**config.mk**
```make
export PLATFORM = sky130hd
export DESIGN_NAME = ikhm_ctrl
export DESIGN_NICKNAME = d
export VERILOG_FILES = /design/src/rtl/ikhm_pkg.sv /design/src/rtl/ikhm_ctrl.sv
export VERILOG_INCLUDE_DIRS = /design/src /design/src/rtl
export SDC_FILE = /design/constraint.sdc
export NUM_CORES = 1
export LEC_CHECK = 0
export BUFFER_PORTS_ARGS = -buffer_cell sky130_fd_sc_hd__buf_2
export CAP_MARGIN = 5
export CORE_AREA = 10 10 47 49
export CTS_CLUSTER_DIAMETER = 50
export DETAILED_ROUTE_END_ITERATION = 16
export DIE_AREA = 0 0 57 59
export PLACE_DENSITY = 0.56
export SLEW_MARGIN = 20
export SYNTH_ARGS = -nofsm -noshare
export SYNTH_HDL_FRONTEND = slang
export SYNTH_SLANG_ARGS = --single-unit
```
**constraint.sdc**
```tcl
create_clock -name clk -period 3.05 [get_ports clk]
set_input_delay 0.61 -clock clk [delete_from_list [all_inputs] [get_ports clk]]
set_output_delay 0.61 -clock clk [all_outputs]
set_load 0.005 [all_outputs]
```
**src/rtl/integer_key_hash_map_unit_defines.svh**
```systemverilog
// Assertion macros shared by the hash map unit.
`ifndef INTEGER_KEY_HASH_MAP_UNIT_DEFINES_SVH
`define INTEGER_KEY_HASH_MAP_UNIT_DEFINES_SVH
// An implication checked on every rising edge outside reset.
`define IKHM_ASSERT_IMP(label, ante, cons, msg) \
  label: assert property (@(posedge clk) disable iff (!rst_n) (ante) |-> (cons)) \
    else $error(msg);
// An implication whose consequent is checked in the cycle after the antecedent.
`define IKHM_ASSERT_NEXT(label, ante, cons, msg) \
  label: assert property (@(posedge clk) disable iff (!rst_n) (ante) |=> (cons)) \
    else $error(msg);
`endif

```
**src/rtl/ikhm_pkg.sv**
```systemverilog
// ----------------------------------------------------------------------------
// ikhm_pkg
// Types, constants and command structs shared by the hash map unit.
// ----------------------------------------------------------------------------
package ikhm_pkg;
  localparam int MaxBuckets = 64;
  localparam int WaysPerBucket = 4;
  localparam int TableSize = MaxBuckets * WaysPerBucket;
  localparam int BktW = $clog2(MaxBuckets);
  localparam int WayW = (WaysPerBucket > 1) ? $clog2(WaysPerBucket) : 1;
  localparam int AddrW = $clog2(TableSize);
  localparam int CntW = $clog2(WaysPerBucket + 1);
  localparam int DivCntW = 6;

  localparam logic [1:0] KIND_LOOKUP = 2'd0;
  localparam logic [1:0] KIND_INSERT = 2'd1;
  localparam logic [1:0] KIND_ADD = 2'd2;
  localparam logic [1:0] KIND_DELETE = 2'd3;

  localparam logic [1:0] OUT_DONE = 2'd0;
  localparam logic [1:0] OUT_ABSENT = 2'd1;
  localparam logic [1:0] OUT_PRESENT = 2'd2;
  localparam logic [1:0] OUT_FULL = 2'd3;

  typedef struct packed {
    logic [1:0] kind;
    logic [31:0] key;
    logic [63:0] value;
  } req_t;

  typedef struct packed {
    logic [1:0] outcome;
    logic [63:0] old_value;
  } rsp_t;

  typedef struct packed {
    logic load;
    logic div_start;
    logic div_step;
    logic scan_start;
    logic scan_step;
    logic way_read;
    logic decide;
    logic out_load;
    logic out_take;
  } cmd_t;

  typedef struct packed {
    logic div_done;
    logic scan_done;
    logic out_full;
  } sts_t;
endpackage

```
**src/rtl/ikhm_ctrl.sv**
```systemverilog
// ----------------------------------------------------------------------------
// ikhm_ctrl
// Sequencer for divide, way scan, decision and result handoff.
// ----------------------------------------------------------------------------
module ikhm_ctrl (
  input  logic           clk,
  input  logic           rst_n,
  input  logic           in_valid,
  output logic           in_stall,
  input  logic           out_stall,
  input  ikhm_pkg::sts_t sts,
  output ikhm_pkg::cmd_t cmd
);
  import ikhm_pkg::*;
  `include "integer_key_hash_map_unit_defines.svh"

  localparam logic [2:0] S_IDLE = 3'd0;
  localparam logic [2:0] S_DIV = 3'd1;
  localparam logic [2:0] S_SCAN = 3'd2;
  localparam logic [2:0] S_READ = 3'd3;
  localparam logic [2:0] S_FETCH = 3'd4;
  localparam logic [2:0] S_DECIDE = 3'd5;

  logic [2:0] state_r, state_nxt;
  logic take;

  assign take = sts.out_full && !out_stall;
  assign in_stall = (state_r != S_IDLE);

  always_comb begin
    state_nxt = state_r;
    cmd = '0;
    cmd.out_take = take;
    unique case (state_r)
      S_IDLE: begin
        if (in_valid) begin
          cmd.load = 1'b1;
          cmd.div_start = 1'b1;
          state_nxt = S_DIV;
        end
      end
      S_DIV: begin
        if (sts.div_done) begin
          cmd.scan_start = 1'b1;
          state_nxt = S_SCAN;
        end else begin
          cmd.div_step = 1'b1;
        end
      end
      S_SCAN: begin
        if (sts.scan_done) begin
          state_nxt = S_FETCH;
        end else begin
          cmd.scan_step = 1'b1;
          state_nxt = S_READ;
        end
      end
      S_READ: begin
        cmd.way_read = 1'b1;
        state_nxt = S_SCAN;
      end
      S_FETCH: state_nxt = S_DECIDE;
      S_DECIDE: begin
        if (!sts.out_full || take) begin
          cmd.decide = 1'b1;
          cmd.out_load = 1'b1;
          state_nxt = S_IDLE;
        end
      end
      default: state_nxt = S_IDLE;
    endcase
  end

  always_ff @(posedge clk) begin
    if (!rst_n) state_r <= S_IDLE;
    else state_r <= state_nxt;
  end

  `IKHM_ASSERT_IMP(a_no_overrun, cmd.out_load, !sts.out_full || take, "result overrun")
  `IKHM_ASSERT_NEXT(a_accept, in_valid && state_r == S_IDLE, state_r == S_DIV, "no divide")
  `IKHM_ASSERT_IMP(a_busy, state_r != S_IDLE, in_stall, "accept while busy")
endmodule

```
---- Word level (Yosys, flattened, before mapping) ----
Cells that the tools add are included.
storage, ports and cells
  register bits after elaboration ......... 3
  bits in latches ......................... 0
  bits in writable memories ............... 0
  ROM bits ................................ 0
  input port bits ......................... 7
  output and inout bits ................... 10
  word-level logic and storage cells ...... 31
  memories ................................ 0
operators by class
  add/subtract/negate cells ............... 0
  $mul .................................... 0
  div/mod/pow operators ................... 0
  magnitude comparators ................... 0
  equal/unequal tests ..................... 8
  shift operators ......................... 0
  mux-type cells .......................... 15
  bitwise gates (word level) .............. 0
  reductions and logical operators ........ 7
operators by type and width
  kind                                                  count
  one-hot mux 3 bit (6 select lines)                    1
  two-way mux 3 bit                                     4
  two-way mux 2 bit                                     5
  equality test 3 x 2 -> 1 bit (second input constant)  2
  equality test 3 bit (second input constant)           2
  inequality test 2 bit (second input constant)         3
  two-way mux 1 bit                                     5
  equality test 3 x 1 -> 1 bit (second input constant)  1
  zero test 3 bit                                       1
  AND reduction 3 bit                                   1
  nonzero test 3 bit                                    1
  zero test 1 bit                                       2
  logical AND 1 bit                                     1
  logical OR 1 bit                                      1

---- Logic depth before layout (Yosys ltp) ----
  depth in word-level cells ............... 5
  mapped depth ............................ 4

---- Worst setup path before layout ----
OpenSTA, ideal clock, no wires.
  path kind ............................... input-to-output
  start point ............................. input out_stall
  end point ............................... output cmd[2] (netlist bit)
  arrival ................................. 985 ps
  setup slack ............................. 1,455 ps
  stages on the path ...................... 3
  path buffers ............................ 1
  cell sequence ........................... nand2_1 > and4b_1 > buf_4
RTL lines
  what         RTL line         RTL
  from (decl)  ikhm_ctrl.sv:10  input logic out_stall,
  to (decl)    ikhm_ctrl.sv:12  output ikhm_pkg::cmd_t cmd

==> flow_summary.rst <==
.. list-table::
   :header-rows: 1

   * - Metric
     - Value
   * - Initial antenna violation count
     - 0
   * - VDD IR max
     - 0.000131 V
   * - Detailed-routing iteration count for the pre-antenna-repair pass
     - 4
   * - Average routed wire per standard cell
     - 11.5 µm
   * - Power per cell area
     - 490 nW/µm²
   * - Maximum fanout encountered on the critical timing path
     - 11
   * - Max FFs per register
     - 3
   * - Total cell area at the placement stage
     - 320 µm²
   * - Number of global-route vias before repair
     - 247
   * - Required time of the critical path
     - 2.44 ns
   * - Registers with the most flip-flops
     - state_r (3)
   * - Critical path endpoint category
     - output pin
   * - # setup viols final
     - 0
   * - Routed Antenna Nets
     - 0
   * - Fin worst setup slack
     - 1.13 ns
   * - Number of synthesized flops with an enable pin
     - 0
   * - Normalized max-slew margin
     - 77.0%
   * - CTS tree
     - yes
   * - Status
     - finished, final reports clean
   * - Share of synthesized registers carrying an async set or reset
     - 0%
   * - First-iteration detailed-routing DRC count
     - 3
   * - Total nets after synthesis
     - 41
   * - Max_cap viols
     - 0
   * - Number of instances in the synthesized netlist
     - 34
   * - Synthesized area per cell
     - 7.76 µm²
   * - Number of max-slew violations in the final report
     - 0
   * - All-layer global routing usage
     - 4.71%
   * - Vias per Instance
     - 4.38
   * - Setup repair after global routing missed its margin
     - false
   * - Synth Flop Type
     - sky130_fd_sc_hd__dfxtp_1
   * - Routed wire length
     - 739 µm
   * - Post-CTS resize count
     - 0
   * - Total congestion overflow after global routing
     - 0
   * - Final worst path period share
     - 62.9%
   * - Largest register by flop count
     - state_r
   * - Final standard cell area without fillers
     - 347 µm²
   * - Final Net Count
     - 56
   * - Ys Warns
     - 0
   * - # H-tree levels
     - 1
   * - Full die area
     - 3360 µm²
   * - Number of buffers inserted by hold repair at cts
     - 0
   * - Clock Latency Late Sink
     - 0.23 ns
   * - Number of buffers added by the clock tree synthesis step
     - 3
   * - Pre-CTS setup slack
     - 1.32 ns
   * - Setup Skew
     - 0.00258 ns
   * - Clock tree sinks
     - 3
   * - Leakage power
     - 0.176 nW
   * - Total Neg Setup Slack
     - 0 ns
   * - Vertical extent of the die
     - 59 µm
   * - Leading cell type in the layout, fill and taps excluded
     - sky130_fd_sc_hd__buf_2
   * - Initial cell density of the core
     - 18.8%
   * - Clock transition at the register clock pins on the worst setup and hold paths after CTS
     - 0.04 ns
   * - Element type at the critical path start
     - flop
   * - Final Wtd Congestion
     - 0.722
   * - Clock Root Buffer
     - sky130_fd_sc_hd__clkbuf_4
   * - Maximum number of pins on one net before global-route repair
     - 13
   * - Final number of hold-violating endpoints
     - 0
   * - Sequential fraction of the synthesis area
     - 22.7%
   * - Fill cell total of the finished layout
     - 165
   * - Number of vias in the routed layout
     - 280
   * - Startpoint-to-endpoint class of the critical path
     - flop to output pin
   * - DRC Markers
     - 0
   * - Floorplan core area
     - 1400 µm²
   * - Netlist area before placement
     - 264 µm²
   * - Area Overhead vs Synth
     - 31.3%
   * - Shortest clock period the worst path allows after layout
     - 1.92 ns
   * - Placement row count
     - 14
   * - Bufs on Longest Clock Path
     - 2
   * - Antenna diode count
     - 0
   * - IO Port Bufs
     - 16
   * - Library cells used by synthesis
     - 21
   * - Slew of the pin with the lowest slew margin
     - 0.344 ns
   * - Synthesis-stage register bit count
     - 3
   * - Worst hold path class
     - flop to flop
   * - I/O Pins
     - 17
   * - Share of layout cells above drive strength 1
     - 39.6%
   * - Buffer count from post-CTS setup fixing
     - 0
   * - Leading cell types in the layout, fill and taps excluded
     - 16 x sky130_fd_sc_hd__buf_2, 3 x sky130_fd_sc_hd__nor2_1, 3 x sky130_fd_sc_hd__nand2b_1, 3 x sky130_fd_sc_hd__clkbuf_4, 3 x sky130_fd_sc_hd__dfxtp_1
   * - WP data arrival
     - 1.31 ns
   * - First-pass GRT wire length
     - 1170 µm
   * - Die Span X
     - 57 µm
   * - Highest attainable clock frequency
     - 521 MHz
## power breakdown
part	leakage, nW	switching, W	internal [W]
logic	0.136	0.0000189	0.0000252
registers	0.0248	0.0000119	0.0000442
clock network	0.0150	0.0000205	0.0000490
## cell usage after synthesis (2+ instances only)
library cell,number,area [µm²]
sky130_fd_sc_hd__a21oi_1,2,10.0
sky130_fd_sc_hd__buf_2,2,10.0
sky130_fd_sc_hd__buf_4,3,22.5
sky130_fd_sc_hd__dfxtp_1,3,60.1
sky130_fd_sc_hd__nand2_1,2,7.51
sky130_fd_sc_hd__nand2b_1,3,18.8
sky130_fd_sc_hd__nor2_1,3,11.3
sky130_fd_sc_hd__nor4b_1,2,17.5
sky130_fd_sc_hd__or3_1,2,12.5
## kinds of logic (layout without fill, tap and decap cells)
family | after synthesis | count (layout) | synth area share [%]
and+or+nand+nor | 18 | 18 | 46.5
buffers and inverters | 7 | 21 | 18.0
AOI/OAI and AO/OA | 6 | 6 | 12.8
DFF | 3 | 3 | 22.7
## critical path, stage by stage, from the launching register on
cell	delay (ns)
sky130_fd_sc_hd__dfxtp_1	0.39
sky130_fd_sc_hd__or3_1	0.44
sky130_fd_sc_hd__nor2_1	0.12
sky130_fd_sc_hd__buf_2	0.13
## routing by layer
layer / part of all wire [%] / global-route usage (%) / vias up
met5: 0 / 0 / -
met4: 3.1 / 6.04 / 0
met3: 4.2 / 2.58 / 2
met2: 56 / 7.60 / 6
met1: 36 / 3.55 / 127
li1: - / - / 145
## path summary, 6_finish.rpt
check | startpoint | endpoint | slack, ns | cells past startpoint
max | state_r[1] | cmd[7] | 1.13 | 3
min | state_r[2] | state_r[1] | 0.65 | 1
max reg2reg | state_r[1] | state_r[2] | 1.87 | 3
min reg2reg | state_r[2] | state_r[1] | 0.65 | 1
## per-stage QoR
step                total power [W]  hold slack [ns]  cells  util, %
floorplan                 0.0000890            0.565     34        -
global placement           0.000101            0.641     60     22.9
detailed placement         0.000102            0.650     60     22.9
CTS                        0.000174            0.649     64     24.7
global route               0.000189            0.641     64     24.7
finish                     0.000170            0.654     64     24.7
## cell type report
| type | count | area, µm² | area share [%] |
|---|---|---|---|
| flip-flops and latches | 3 | 60.1 | 17.3 |
| multi-input cells | 24 | 156 | 45.1 |
| repair buffers | 16 | 80.1 | 23.1 |
| inverters | 1 | 3.75 | 1.08 |
| clock buffers | 4 | 26.3 | 7.58 |
| well taps | 16 | 20.0 | 5.78 |
No activity file was read; power rests on OpenSTA's default activity.
